### src/spq_pkg.sv
`default_nettype none

package spq_pkg;

  localparam int unsigned SPQ_DEPTH = 16;

  localparam logic OP_INSERT = 1'b0;
  localparam logic OP_SHOW   = 1'b1;

  localparam logic [1:0] ST_DUMP   = 2'd0;
  localparam logic [1:0] ST_EMPTY  = 2'd1;
  localparam logic [1:0] ST_ACCEPT = 2'd2;
  localparam logic [1:0] ST_DROP   = 2'd3;

  typedef struct packed {
    logic               operation;
    logic [7:0]         character;
    logic signed [15:0] priority_req;
  } req_t;

  typedef struct packed {
    logic [7:0]         character_res;
    logic signed [15:0] priority_res;
    logic [1:0]         status;
    logic               last;
  } res_t;

  typedef struct packed {
    logic [7:0]         character;
    logic signed [15:0] pri;
  } entry_t;

endpackage

`default_nettype wire

### src/spq_mem.sv
`default_nettype none

module spq_mem #(
  parameter int unsigned DEPTH = spq_pkg::SPQ_DEPTH,
  parameter int unsigned AW    = $clog2(DEPTH)
) (
  input  wire logic            clk_i,
  input  wire logic            we_i,
  input  wire logic [AW-1:0]   waddr_i,
  input  wire spq_pkg::entry_t wdata_i,
  input  wire logic            re_i,
  input  wire logic [AW-1:0]   raddr_i,
  output spq_pkg::entry_t      rdata_o
);
  import spq_pkg::*;

  entry_t mem_q [DEPTH];
  entry_t rdata_q;

  always_ff @(posedge clk_i) begin
    if (we_i) begin
      mem_q[waddr_i] <= wdata_i;
    end
  end

  always_ff @(posedge clk_i) begin
    if (re_i) begin
      rdata_q <= mem_q[raddr_i];
    end
  end

  assign rdata_o = rdata_q;

endmodule

`default_nettype wire

### src/spq_outreg.sv
`default_nettype none

module spq_outreg (
  input  wire logic          clk_i,
  input  wire logic          rst_ni,
  input  wire logic          load_i,
  input  wire spq_pkg::res_t data_i,
  output logic               free_o,
  output logic               out_valid_o,
  input  wire logic          out_ready_i,
  output spq_pkg::res_t      out_res_o
);
  import spq_pkg::*;

  logic valid_q, valid_d;
  res_t data_q;

  // The register can take a new result when empty or when its current one leaves now.
  assign free_o = !valid_q || out_ready_i;

  always_comb begin
    valid_d = valid_q;
    if (out_ready_i) begin
      valid_d = 1'b0;
    end
    if (load_i) begin
      valid_d = 1'b1;
    end
  end

  always_ff @(posedge clk_i or negedge rst_ni) begin
    if (!rst_ni) begin
      valid_q <= 1'b0;
    end else begin
      valid_q <= valid_d;
    end
  end

  always_ff @(posedge clk_i) begin
    if (load_i) begin
      data_q <= data_i;
    end
  end

  assign out_valid_o = valid_q;
  assign out_res_o   = data_q;

endmodule

`default_nettype wire

### src/sorted_priority_queue.sv
`default_nettype none

// Sorted priority queue of up to DEPTH entries (character plus signed 16-bit
// priority), held in one single-port-read, single-port-write memory in
// ascending priority order; entries of equal priority keep arrival order.
// An insert request scans from the back of the store, moving each entry of
// higher priority up by one slot, one memory read and one write per cycle,
// so an insert into a non-empty store with room passes through the scan state,
// and the place state when the new entry goes to the front, before its
// acknowledge is ready. An insert into an empty or a full store, and a show
// on an empty store, go straight to the response state. A show request dumps
// the entries front to back, reading the registered memory only while the
// single result register is free. One request is worked on at a time; a new
// request is taken as soon as the last result of the previous one sits in
// the output register. No clearing pass is needed after reset.
module sorted_priority_queue #(
  parameter int unsigned DEPTH = spq_pkg::SPQ_DEPTH
) (
  input  wire logic          clk_i,
  input  wire logic          rst_ni,
  input  wire logic          in_valid_i,
  output logic               in_ready_o,
  input  wire spq_pkg::req_t in_req_i,
  output logic               out_valid_o,
  input  wire logic          out_ready_i,
  output spq_pkg::res_t      out_res_o
);
  import spq_pkg::*;

  localparam int unsigned AW = (DEPTH > 1) ? $clog2(DEPTH) : 1;
  localparam int unsigned CW = $clog2(DEPTH + 1);

  localparam logic [2:0] S_IDLE  = 3'd0;
  localparam logic [2:0] S_SCAN  = 3'd1;
  localparam logic [2:0] S_PLACE = 3'd2;
  localparam logic [2:0] S_RESP  = 3'd3;
  localparam logic [2:0] S_DUMP  = 3'd4;

  logic [2:0]    state_q, state_d;
  logic [CW-1:0] cnt_q, cnt_d;
  logic [AW-1:0] pos_q, pos_d;
  logic [AW-1:0] idx_q, idx_d;
  logic          rd_pend_q, rd_pend_d;
  logic [1:0]    status_q, status_d;
  entry_t        new_q, new_d;

  logic          mem_we, mem_re;
  logic [AW-1:0] mem_waddr, mem_raddr;
  entry_t        mem_wdata, mem_rdata;

  logic          out_load, out_free;
  res_t          out_data;
  entry_t        in_entry;

  assign in_entry.character = in_req_i.character;
  assign in_entry.pri       = in_req_i.priority_req;
  assign in_ready_o         = (state_q == S_IDLE);

  always_comb begin
    state_d   = state_q;
    cnt_d     = cnt_q;
    pos_d     = pos_q;
    idx_d     = idx_q;
    rd_pend_d = rd_pend_q;
    status_d  = status_q;
    new_d     = new_q;
    mem_we    = 1'b0;
    mem_waddr = '0;
    mem_wdata = new_q;
    mem_re    = 1'b0;
    mem_raddr = '0;
    out_load  = 1'b0;
    out_data  = '0;

    unique case (state_q)
      S_IDLE: begin
        if (in_valid_i) begin
          new_d = in_entry;
          if (in_req_i.operation == OP_INSERT) begin
            if (cnt_q == CW'(DEPTH)) begin
              status_d = ST_DROP;
              state_d  = S_RESP;
            end else if (cnt_q == '0) begin
              mem_we    = 1'b1;
              mem_waddr = '0;
              mem_wdata = in_entry;
              cnt_d     = cnt_q + CW'(1);
              status_d  = ST_ACCEPT;
              state_d   = S_RESP;
            end else begin
              mem_re    = 1'b1;
              mem_raddr = AW'(cnt_q - CW'(1));
              pos_d     = AW'(cnt_q - CW'(1));
              state_d   = S_SCAN;
            end
          end else begin
            if (cnt_q == '0) begin
              status_d = ST_EMPTY;
              state_d  = S_RESP;
            end else begin
              idx_d     = '0;
              rd_pend_d = 1'b0;
              state_d   = S_DUMP;
            end
          end
        end
      end
      S_SCAN: begin
        // Read data belongs to slot pos_q; reads run one slot ahead of writes.
        mem_we    = 1'b1;
        mem_waddr = pos_q + AW'(1);
        if ($signed(mem_rdata.pri) > $signed(new_q.pri)) begin
          mem_wdata = mem_rdata;
          if (pos_q == '0) begin
            state_d = S_PLACE;
          end else begin
            mem_re    = 1'b1;
            mem_raddr = pos_q - AW'(1);
            pos_d     = pos_q - AW'(1);
          end
        end else begin
          mem_wdata = new_q;
          cnt_d     = cnt_q + CW'(1);
          status_d  = ST_ACCEPT;
          state_d   = S_RESP;
        end
      end
      S_PLACE: begin
        mem_we    = 1'b1;
        mem_waddr = '0;
        mem_wdata = new_q;
        cnt_d     = cnt_q + CW'(1);
        status_d  = ST_ACCEPT;
        state_d   = S_RESP;
      end
      S_RESP: begin
        if (out_free) begin
          out_load        = 1'b1;
          out_data.status = status_q;
          out_data.last   = 1'b1;
          state_d         = S_IDLE;
        end
      end
      S_DUMP: begin
        if (rd_pend_q) begin
          // The read was issued only while the output register was free.
          out_load               = 1'b1;
          out_data.character_res = mem_rdata.character;
          out_data.priority_res  = mem_rdata.pri;
          out_data.status        = ST_DUMP;
          out_data.last          = ((CW'(idx_q) + CW'(1)) == cnt_q);
          rd_pend_d              = 1'b0;
          if ((CW'(idx_q) + CW'(1)) == cnt_q) begin
            state_d = S_IDLE;
          end else begin
            idx_d = idx_q + AW'(1);
          end
        end else if (out_free) begin
          mem_re    = 1'b1;
          mem_raddr = idx_q;
          rd_pend_d = 1'b1;
        end
      end
      default: begin
        state_d = S_IDLE;
      end
    endcase
  end

  always_ff @(posedge clk_i or negedge rst_ni) begin
    if (!rst_ni) begin
      state_q   <= S_IDLE;
      cnt_q     <= '0;
      rd_pend_q <= 1'b0;
    end else begin
      state_q   <= state_d;
      cnt_q     <= cnt_d;
      rd_pend_q <= rd_pend_d;
    end
  end

  always_ff @(posedge clk_i) begin
    pos_q    <= pos_d;
    idx_q    <= idx_d;
    status_q <= status_d;
    new_q    <= new_d;
  end

  spq_mem #(
    .DEPTH (DEPTH),
    .AW    (AW)
  ) u_mem (
    .clk_i   (clk_i),
    .we_i    (mem_we),
    .waddr_i (mem_waddr),
    .wdata_i (mem_wdata),
    .re_i    (mem_re),
    .raddr_i (mem_raddr),
    .rdata_o (mem_rdata)
  );

  spq_outreg u_outreg (
    .clk_i       (clk_i),
    .rst_ni      (rst_ni),
    .load_i      (out_load),
    .data_i      (out_data),
    .free_o      (out_free),
    .out_valid_o (out_valid_o),
    .out_ready_i (out_ready_i),
    .out_res_o   (out_res_o)
  );

  a_cnt_bound : assert property (@(posedge clk_i) disable iff (!rst_ni)
    cnt_q <= CW'(DEPTH))
    else $error("entry count exceeds depth");

  a_cnt_step : assert property (@(posedge clk_i) disable iff (!rst_ni)
    (cnt_q != $past(cnt_q)) |-> (cnt_q == $past(cnt_q) + CW'(1)))
    else $error("entry count changed by other than one");

  a_no_overwrite : assert property (@(posedge clk_i) disable iff (!rst_ni)
    out_load |-> out_free)
    else $error("result register overwritten while holding a result");

  a_pend_in_dump : assert property (@(posedge clk_i) disable iff (!rst_ni)
    rd_pend_q |-> (state_q == S_DUMP))
    else $error("dump read pending outside the dump state");

  a_write_not_read : assert property (@(posedge clk_i) disable iff (!rst_ni)
    (mem_we && mem_re) |-> (mem_waddr != mem_raddr))
    else $error("memory written and read at the same slot");

endmodule

`default_nettype wire
### config.mk
export PLATFORM = sky130hd
export DESIGN_NAME = sorted_priority_queue
export DESIGN_NICKNAME = d
export VERILOG_FILES = /design/src/spq_pkg.sv /design/src/spq_mem.sv /design/src/spq_outreg.sv /design/src/sorted_priority_queue.sv
export SDC_FILE = /design/constraint.sdc
export NUM_CORES = 1
export LEC_CHECK = 0
export BUFFER_PORTS_ARGS = -buffer_cell sky130_fd_sc_hd__buf_2
export CAP_MARGIN = 30
export CORE_MARGIN = 1
export CORE_UTILIZATION = 55
export CTS_CLUSTER_DIAMETER = 50
export CTS_CLUSTER_SIZE = 30
export DETAILED_ROUTE_END_ITERATION = 10
export PLACE_DENSITY_LB_ADDON = 0.2
export SETUP_SLACK_MARGIN = 0.2
export SLEW_MARGIN = 20
export SYNTH_ARGS = -nofsm -noshare
export SYNTH_HDL_FRONTEND = slang
export SYNTH_SLANG_ARGS = --single-unit
export TNS_END_PERCENT = 100
### constraint.sdc
create_clock -name clk_i -period 10.4 [get_ports clk_i]
set_input_delay 0.52 -clock clk_i [delete_from_list [all_inputs] [get_ports clk_i]]
set_output_delay 0.52 -clock clk_i [all_outputs]
set_load 0.05 [all_outputs]
==> reports/metrics.cfg, run 1 <==
[synthesis]
synthAdderAreaFrac=0.0140
yosysWarnings=0
yosys.area_share.simple=0.0855
synth.distinct_cells=74
synth_cells=1462
synth_flop_cell=edfxtp_1
synth_top_family_by_area=compound AO/OA/AOI/OAI gates
synth_xor_area_frac=0.00714
async_flop_share=0.0209
synth_edf_count=469
synth-compound-area-share=0.147
synth_nets=1514
yosysSeqAreaShare=0.699
synth_mux_area_frac=0.0160
synth.avg_cell_area_sq_um=14.0
ys_ff_latch=479
syn-cell-area_sq_um=20500

[sta]
worst_slack_ps=4460
relSlewSlack=0.373
clock-skew-final_ps=25.3
rsz0062_at_grt=no
maxClockFrequency_mhz=168
period_share=0.571
fin_setup_tns_ps=0
period_minus_slack_ps=5940
tightest_slew_ps=940
setup_viol=0
hold_viol=0
slew_violations=0

[grt]
grt_pass1_vias=12400
overflow=0
grt_pass1_wl_um=76200
antenna_found_initial=1
grt_max_degree=78
grt_usage=0.269

[layout]
fin_cells=2013
n_antenna_cell=0
syn_to_final_growth_pct=10.8
nets=1567
drive_above_1_share=0.179
fin_area_sq_um=22700

[power]
power_density_nw_per_um2=293
power.total_mw=6.65
ir_drop_uv=131
p_leak_nw=7.52

[worst_setup_path]
setup.worst_path.start_class=register
crit_chain=ha_1 -> nand4_4 -> nor4_1 -> nand4_1 -> and4_1 -> mux2_4 -> nor2_8 -> buf_4 -> mux2_2 -> a2111oi_2 -> o221ai_1
required_ps=10680
critPathKind=register to register
r2r_end=u_mem.rdata_o[4]$_DFFE_PP_
slowest_stage=nor2_8
r2r.worst_path.cells=11
path_buf_inv=1
cp_max_fo=73
critical-path-top-delay-family=simple AND/OR/NAND/NOR gates
slowest_delay_ps=770
r2r_start=u_mem.rdata_o[15]$_DFFE_PP_
end_kind=register
r2r_setup_slack_ps=4460
crit_arrival_ps=6220

[detailed_routing]
wl_per_cell_um=25.1
drtPass1Iterations=5
drtIter0Drc=1675
vias=13000
postRouteWirelength_um=50600
antenna_left=0
vias_per_cell=6.45
drc_errors=0

[run]
max-cap-violations=0

[outcome]
status=complete, no violations

[floorplan]
ios=58
die_y_um=195
rows=70
dieWidth_um=195
die_area_sq_um=38100
initial_core_util=0.560
core-area_sq_um=36600

[place]
dpl.hpwl_um=27800
dpl_cell_area_sq_um=21400
io_buffers=57
place_ws_ps=4490
place.gp.congestion=0.869
place_inst=1939

[worst_hold_path]
min_path_cells=1
hold_path_class=input pin to register
min-delay-start=in_req_i[22]
hold_path_end=new_q[22]$_DFFE_PP_

[clock_tree]
post_cts_buffers=0
htreeDepth=2
cts_inserted_buffers=38
clk_pin_slew_ps=80
cts-root-buf=clkbuf_16
insertion_delay_ps=560
cts_tree=yes
cts_sinks=479
cts_buffer_depth=3

power by group:
| part | internal, mW | leakage, nW | switching (mW) | total [mW] |
|---|---|---|---|---|
| sequential | 2.72 | 4.39 | 0.170 | 2.89 |
| clock | 0.726 | 0.610 | 0.730 | 1.46 |
| combinational | 0.724 | 2.52 | 1.58 | 2.30 |
per-stage QoR:
step                       util  hold slack [ps]
after floorplan               -              224
after global placement    0.585              399
after detailed placement  0.585              406
after CTS                 0.619              144
after global routing      0.621              141
final                     0.621              153
worst max-delay path by stage:
stage                                 endpoint  cells after the start                   startpoint
detailed placement  u_mem.rdata_o[0]$_DFFE_PP_                     11  u_mem.rdata_o[15]$_DFFE_PP_
floorplan           u_mem.rdata_o[0]$_DFFE_PP_                      9       state_q[0]$_DFFE_PN0P_
CTS                 u_mem.rdata_o[4]$_DFFE_PP_                     11  u_mem.rdata_o[15]$_DFFE_PP_
global placement    u_mem.rdata_o[0]$_DFFE_PP_                     11  u_mem.rdata_o[15]$_DFFE_PP_
finish              u_mem.rdata_o[4]$_DFFE_PP_                     11  u_mem.rdata_o[15]$_DFFE_PP_
global route        u_mem.rdata_o[4]$_DFFE_PP_                     11  u_mem.rdata_o[15]$_DFFE_PP_
cells in the mapped netlist (7+ instances only):
library cell,number,area [sq um]
nor2_1,43,161
mux2_1,7,78.8
a21oi_1,63,315
nand3_1,79,395
and2_1,32,200
a211oi_1,72,541
buf_6,7,78.8
nand2_1,175,657
mux2_2,17,191
o221ai_1,11,96.3
a2111oi_2,17,255
clkbuf_1,69,259
buf_2,25,125
a32o_1,48,480
o221ai_2,17,255
a22oi_1,26,195
o21ai_0,109,546
edfxtp_1,469,14100
a2111oi_1,7,70.1
xnor2_1,9,78.8
inv_1,34,128
nor3_1,9,45.0
dfrtp_1,10,250
ha_1,23,288
state kept, by name (all words and copies together), names as in the netlist, 2 cells and up:
name	flops
cnt_q	5
idx_q	4
new_q	24
pos_q	4
state_q	3
status_q	2
u_mem.mem_q	384
u_mem.rdata_o	24
u_outreg.out_res_o	27
cells in the final DEF, fill, tap and decap left out, types with 3 or more instances in the layout:
cell / Yosys / layout
inv_1: 34 / 34
a211oi_1: 72 / 72
nand3_1: 79 / 79
nor3_1: 9 / 8
nand2b_1: 5 / 5
o221ai_2: 17 / 16
edfxtp_1: 469 / 469
clkinv_2: 0 / 4
a31oi_1: 4 / 4
inv_8: 0 / 6
nand2_1: 175 / 174
clkinv_8: 0 / 5
inv_6: 0 / 4
and3_1: 5 / 5
buf_2: 25 / 57
a2111oi_1: 7 / 7
clkinv_4: 0 / 5
a21o_1: 3 / 3
mux2_2: 17 / 17
o21ai_0: 109 / 109
clkbuf_16: 0 / 39
o221ai_1: 11 / 10
clkinvlp_4: 0 / 4
a21oi_1: 63 / 63
mux2i_1: 3 / 3
dfrtp_1: 10 / 10
or3_1: 5 / 5
nor2_1: 43 / 26
a22oi_1: 26 / 25
mux2_1: 7 / 7
nor2_2: 1 / 18
a32o_1: 48 / 48
buf_4: 2 / 58
xnor2_1: 9 / 9
xor2_1: 4 / 4
nor3b_1: 3 / 3
nand4_1: 4 / 4
and2_1: 32 / 32
ha_1: 23 / 23
a2111oi_2: 17 / 17
final cells by class:
class	count	area [sq um]
Fill cell	2718	13900
Multi-Input combinational cell	842	5630
Timing Repair Buffer	120	781
Sequential cell	479	14300
Clock buffer	41	983
Clock inverter	29	282
Tap cell	468	586
Inverter	34	128
repair_timing:
action                    4_1_cts  5_1_grt
hold buffers                    1        0
gates resized for setup         0        0
hold endpoints to repair       10        0
routing by layer:
layer / up-vias / GRT usage / routed length, um
met5: - / 0 / 13
met4: 2 / 0.0837 / 1300
met3: 110 / 0.0442 / 4680
met2: 625 / 0.423 / 23300
met1: 6456 / 0.388 / 21200
li1: 5789 / - / -
cell families after synthesis:
family | Yosys count
DFF | 479
AOI/OAI and AO/OA | 399
and+or+nand+nor | 376
buffers and inverters | 141
muxes | 29
adders and majority gates | 23
xor gates and xnor gates | 15
Power figures use the tool's default switching activity.
==> inputs of run 2 (changes only) <==
- clock period: 10.4 -> 6.2 ns (I/O delays scaled with it)
==> reports/metrics.cfg, run 2 (same netlist as run 1, synthesis figures left out) <==
[sta]
relSlewSlack=0.355
clock-skew-final_ps=23.7
hold_viol=0
worst_slack_ps=1070
slew_violations=0
period_minus_slack_ps=5130
setup_viol=0
fin_setup_tns_ps=0
maxClockFrequency_mhz=195
rsz0062_at_grt=no
tightest_slew_ps=968
period_share=0.827

[floorplan]
dieWidth_um=195
die_y_um=195
ios=58
rows=70
core-area_sq_um=36600
die_area_sq_um=38100
initial_core_util=0.560

[layout]
largest_reg_flops=384
syn_to_final_growth_pct=13.0
drive_above_1_share=0.180
layout_commonest_cell=edfxtp_1
n_antenna_cell=0
nets=1599
regMostFlops=u_mem.mem_q
layout_common_cells=edfxtp_1 (469), nand2_1 (174), o21ai_0 (109), nand3_1 (79), a211oi_1 (72)

[detailed_routing]
vias_per_cell=6.36
vias=13000
antenna_left=0
wl_per_cell_um=24.4
drtPass1Iterations=6
drc_errors=0
drtIter0Drc=1421
postRouteWirelength_um=49900

[clock_tree]
cts_sinks=479
ctsHoldBuffers=25
clk_pin_slew_ps=70
htreeDepth=2
cts_inserted_buffers=40
cts_tree=yes
insertion_delay_ps=570
cts-root-buf=clkbuf_16
cts.repair.resized=0
cts_buffer_depth=3
post_cts_buffers=0

[grt]
grt_max_degree=74
overflow=0
grt_pass1_vias=12500
antenna_found_initial=1
grt_pass1_wl_um=75900
grt_usage=0.265

[worst_setup_path]
slowest_delay_ps=580
setup.worst_path.start_class=register
slowest_stage=ha_1
end_kind=register
cp_max_fo=73
crit_chain=ha_1 -> nand4_4 -> nor4_1 -> nand4_1 -> and4_1 -> mux2_4 -> nor2_8 -> buf_4 -> mux2_1 -> a2111oi_1 -> o221ai_1
path_buf_inv=1
critPathKind=register to register
crit_arrival_ps=5400
critical-path-top-delay-family=simple AND/OR/NAND/NOR gates
required_ps=6480

[power]
p_leak_nw=7.74
power_density_nw_per_um2=492
ir_drop_uv=234

[place]
place.gp.congestion=0.845
place_ws_ps=1090
io_buffers=57
dpl.hpwl_um=29100

[worst_hold_path]
hold_path_class=input pin to register

[run]
max-cap-violations=0

[outcome]
status=complete, no violations

run 2: worst paths after layout:
kind / from / to / slack [ps] / depth (start not counted)
worst min-delay path: in_req_i[24] / status_q[1]$_SDFFCE_PP1P_ / 80 / 2
max in group asynchronous: rst_ni / state_q[2]$_DFFE_PN0P_ / 5850 / 2
worst max-delay path: u_mem.rdata_o[15]$_DFFE_PP_ / u_mem.rdata_o[0]$_DFFE_PP_ / 1070 / 11
worst min register to register: status_q[1]$_SDFFCE_PP1P_ / u_outreg.out_res_o[2]$_DFFE_PP_ / 540 / 1
min in group asynchronous: rst_ni / state_q[0]$_DFFE_PN0P_ / 150 / 2
worst max register to register: u_mem.rdata_o[15]$_DFFE_PP_ / u_mem.rdata_o[0]$_DFFE_PP_ / 1070 / 11
run 2: stage by stage:
| stage | util | hold WS [ps] | std cells | instance area [sq um] | power [mW] |
|---|---|---|---|---|---|
| final | 0.633 | 82.2 | 2047 | 23200 | 11.4 |
| after global routing | 0.633 | 85.4 | 2047 | 23200 | 11.9 |
| after floorplan | - | 14.4 | 1462 | 20500 | 7.47 |
| after global placement | 0.586 | 190 | 1943 | 21500 | 8.65 |
| after detailed placement | 0.587 | 196 | 1946 | 21500 | 8.77 |
| after CTS | 0.632 | 60.6 | 2045 | 23100 | 11.4 |
run 2: routing by layer:
layer  wire, um  global-route usage  vias to the layer above  share of wire
li1           -                   -                     5852              -
met3       4180              0.0421                       85          0.084
met5          0                   0                        -              0
met2      23100               0.415                      635           0.46
met1      21400               0.387                     6441           0.43
met4       1170              0.0755                        0          0.023
run 2: final cells by class:
cell class,count,area [sq um]
Inverter,34,128
Multi-Input combinational cell,842,5630
Fill cell,2640,13400
Sequential cell,479,14300
Timing Repair Buffer,150,1090
Clock inverter,31,362
Tap cell,468,586
Clock buffer,43,1030
run 2: where the power goes:
part	internal [mW]	total [mW]	switching [mW]	leakage [nW]
registers	4.57	4.85	0.283	4.39
logic	1.26	3.89	2.63	2.66
clock network	1.44	2.67	1.24	0.683
total	7.26	11.4	4.15	7.74
==> inputs of run 3 (changes only) <==
- ABC_AREA: unset -> 1
- clock period: 6.2 -> 5.31 ns (I/O delays scaled with it)
==> reports/metrics.cfg, run 3 <==
[synthesis]
async_flop_share=0.0209
yosysSeqAreaShare=0.684
synth_commonest_cells=nand3_1 (498), edfxtp_1 (469), nand2_1 (372)
synth_flop_cell=edfxtp_1
synth_nets=1923
yosys.area.top_type_share=0.672
yosys.area.top_type=edfxtp_1
syn-cell-area_sq_um=21000
ys_top_cells_by_area=edfxtp_1 (67%), nand3_1 (12%), nand2_1 (6.7%), inv_1 (2.0%), a21oi_1 (1.4%)
synth.avg_cell_area_sq_um=11.2
synth.most_common_cell=nand3_1
synth_edf_count=469
yosysWarnings=0
synth.distinct_cells=38
ys_ff_latch=479
synth_cells=1871

[outcome]
status=complete, no violations

[place]
place_ws_ps=1290
place_inst=2372
place.gp.congestion=0.880
dpl_cell_area_sq_um=22200
io_buffers=57
dpl.hpwl_um=30000

[detailed_routing]
postRouteWirelength_um=53500
drtIter0Drc=1569
vias=14600
drc_errors=0
drtPass1Iterations=8
vias_per_cell=5.90
wl_per_cell_um=21.6
antenna_left=0

[sta]
whs_ps=25.6
hold_viol=0
period_share=0.738
tightest_slew_ps=1120
fin_setup_tns_ps=0
slew_violations=0
rsz0062_at_grt=no
period_minus_slack_ps=3920
clock-skew-final_ps=21.9
relSlewSlack=0.253
setup_viol=0
maxClockFrequency_mhz=255
worst_slack_ps=1390

[layout]
fin_cells=2479
drive_above_1_share=0.118
largest_reg_flops=384
layout_commonest_cell=nand3_1
regMostFlops=u_mem.mem_q
fill_cells=2809
nets=1989
layout_common_cells=nand3_1 (498), edfxtp_1 (469), nand2_1 (371), inv_1 (110), a21oi_1 (60)
syn_to_final_growth_pct=13.9
fin_area_sq_um=23900
final_core_util=0.635

[floorplan]
rows=71
core-area_sq_um=37600
die_area_sq_um=38900
dieWidth_um=197
ios=58
die_y_um=197
initial_core_util=0.558

[grt]
grt_max_degree=193
antenna_found_initial=0
grt_pass1_wl_um=81800
grt_usage=0.280
overflow=0
grt_pass1_vias=13800

[worst_setup_path]
cpMostUsedCell=nand2_1
setup.worst_path.start_class=register
required_ps=5510
slowest_delay_ps=870
end_kind=register
slowest_stage=a22oi_1
r2r_setup_slack_ps=1390
setup.worst_path.end=u_mem.mem_q[12][11]$_DFFE_PP_
cp_max_fo=21
r2r_start=u_mem.rdata_o[15]$_DFFE_PP_
crit_arrival_ps=4120
critPathKind=register to register
r2r_end=u_mem.mem_q[12][11]$_DFFE_PP_
startpoint=u_mem.rdata_o[15]$_DFFE_PP_
r2r.worst_path.cells=11
crit_chain=ha_1 -> nand2_1 -> nor3_2 -> nand2_1 -> nand3_2 -> nand2_1 -> nor2_2 -> nand2_2 -> inv_1 -> a21oi_1 -> a22oi_1

[clock_tree]
insertion_delay_ps=560
cts_tree=yes
clk_pin_slew_ps=80
post_cts_buffers=0
cts_sinks=479
cts-root-buf=clkbuf_16
cts_inserted_buffers=40
cts_buffer_depth=3
htreeDepth=2

[power]
power_density_nw_per_um2=677
ir_drop_uv=663
p_leak_nw=9.02
power.total_mw=16.2

[worst_hold_path]
hold_path_class=input pin to register

[run]
max-cap-violations=0

[run 3: cell types whose count changed after synthesis, sizes merged, moves of 33 or more]
cell,previous run,this run
o21ai,110,61
buf,37,72
a211oi,72,0
nand2,175,376
nand3,79,499
nor2,45,78
inv,34,120
a32o,48,0
[run 3: kinds of logic after synthesis]
| group | count (synthesis) | synth area share |
|---|---|---|
| flip-flops | 479 | 0.684 |
| AO/OA/AOI/OAI | 150 | 0.0400 |
| adder cells (fa/ha/maj) | 23 | 0.0137 |
| multiplexers | 1 | 0.000478 |
| XOR/XNOR | 13 | 0.00543 |
| buffers and inverters | 236 | 0.0480 |
| AND/OR/NAND/NOR | 969 | 0.208 |
[run 3: worst max-delay path, delay by kind of cell, from the launching register on]
| kind | cells | cell delay (ps) |
|---|---|---|
| AOI/OAI and AO/OA | 2 | 1010 |
| adders and majority gates | 1 | 440 |
| buffers and inverters | 1 | 590 |
| DFF | 1 | 440 |
| and+or+nand+nor | 7 | 1040 |
[run 3: what timing repair did]
action / 4_1_cts / 5_1_grt
endpoints found under the hold margin: 34 / 0
hold buffers: 25 / 0
resized for setup: 0 / 0
[run 3: worst min-delay path by stage]
stage	startpoint	endpoint	slack [ps]	cells after the start
3_5_place_dp	rst_ni	u_outreg.out_valid_o$_DFFE_PN0P_	150	1
4_1_cts	in_req_i[24]	status_q[1]$_SDFFCE_PP1P_	20	2
3_3_place_gp	rst_ni	u_outreg.out_valid_o$_DFFE_PN0P_	140	1
2_1_floorplan	rst_ni	cnt_q[0]$_DFFE_PN0P_	-30	0
6_report	in_req_i[24]	status_q[1]$_SDFFCE_PP1P_	30	2
5_1_grt	in_req_i[24]	status_q[1]$_SDFFCE_PP1P_	40	2
[run 3: cell type report]
| cell class | count | area, sq um | share of cell area |
|---|---|---|---|
| tap | 511 | 639 | 0.0268 |
| antenna | 1 | 2.50 | 0.000105 |
| inverter | 120 | 455 | 0.0191 |
| timing repair buffer | 140 | 1290 | 0.0539 |
| clock inverter | 30 | 354 | 0.0148 |
| clock buffer | 42 | 1030 | 0.0431 |
| multi-input combinational | 1156 | 5770 | 0.242 |
| sequential | 479 | 14300 | 0.600 |
[run 3: metal layers]
layer  GRT usage  part of all wire  vias up  routed length (um)
met3      0.0398              0.10       82                5370
li1            -                 -     6776                   -
met5           0                 0        -                   0
met1       0.404              0.41     6992               22000
met4      0.0827             0.021        0                1140
met2       0.442              0.47      784               25000
[run 3: power breakdown]
part	leakage, nW	switching, mW	internal (mW)
Combinational	3.95	5.02	1.89
Clock	0.672	1.50	1.60
Sequential	4.40	0.248	5.90
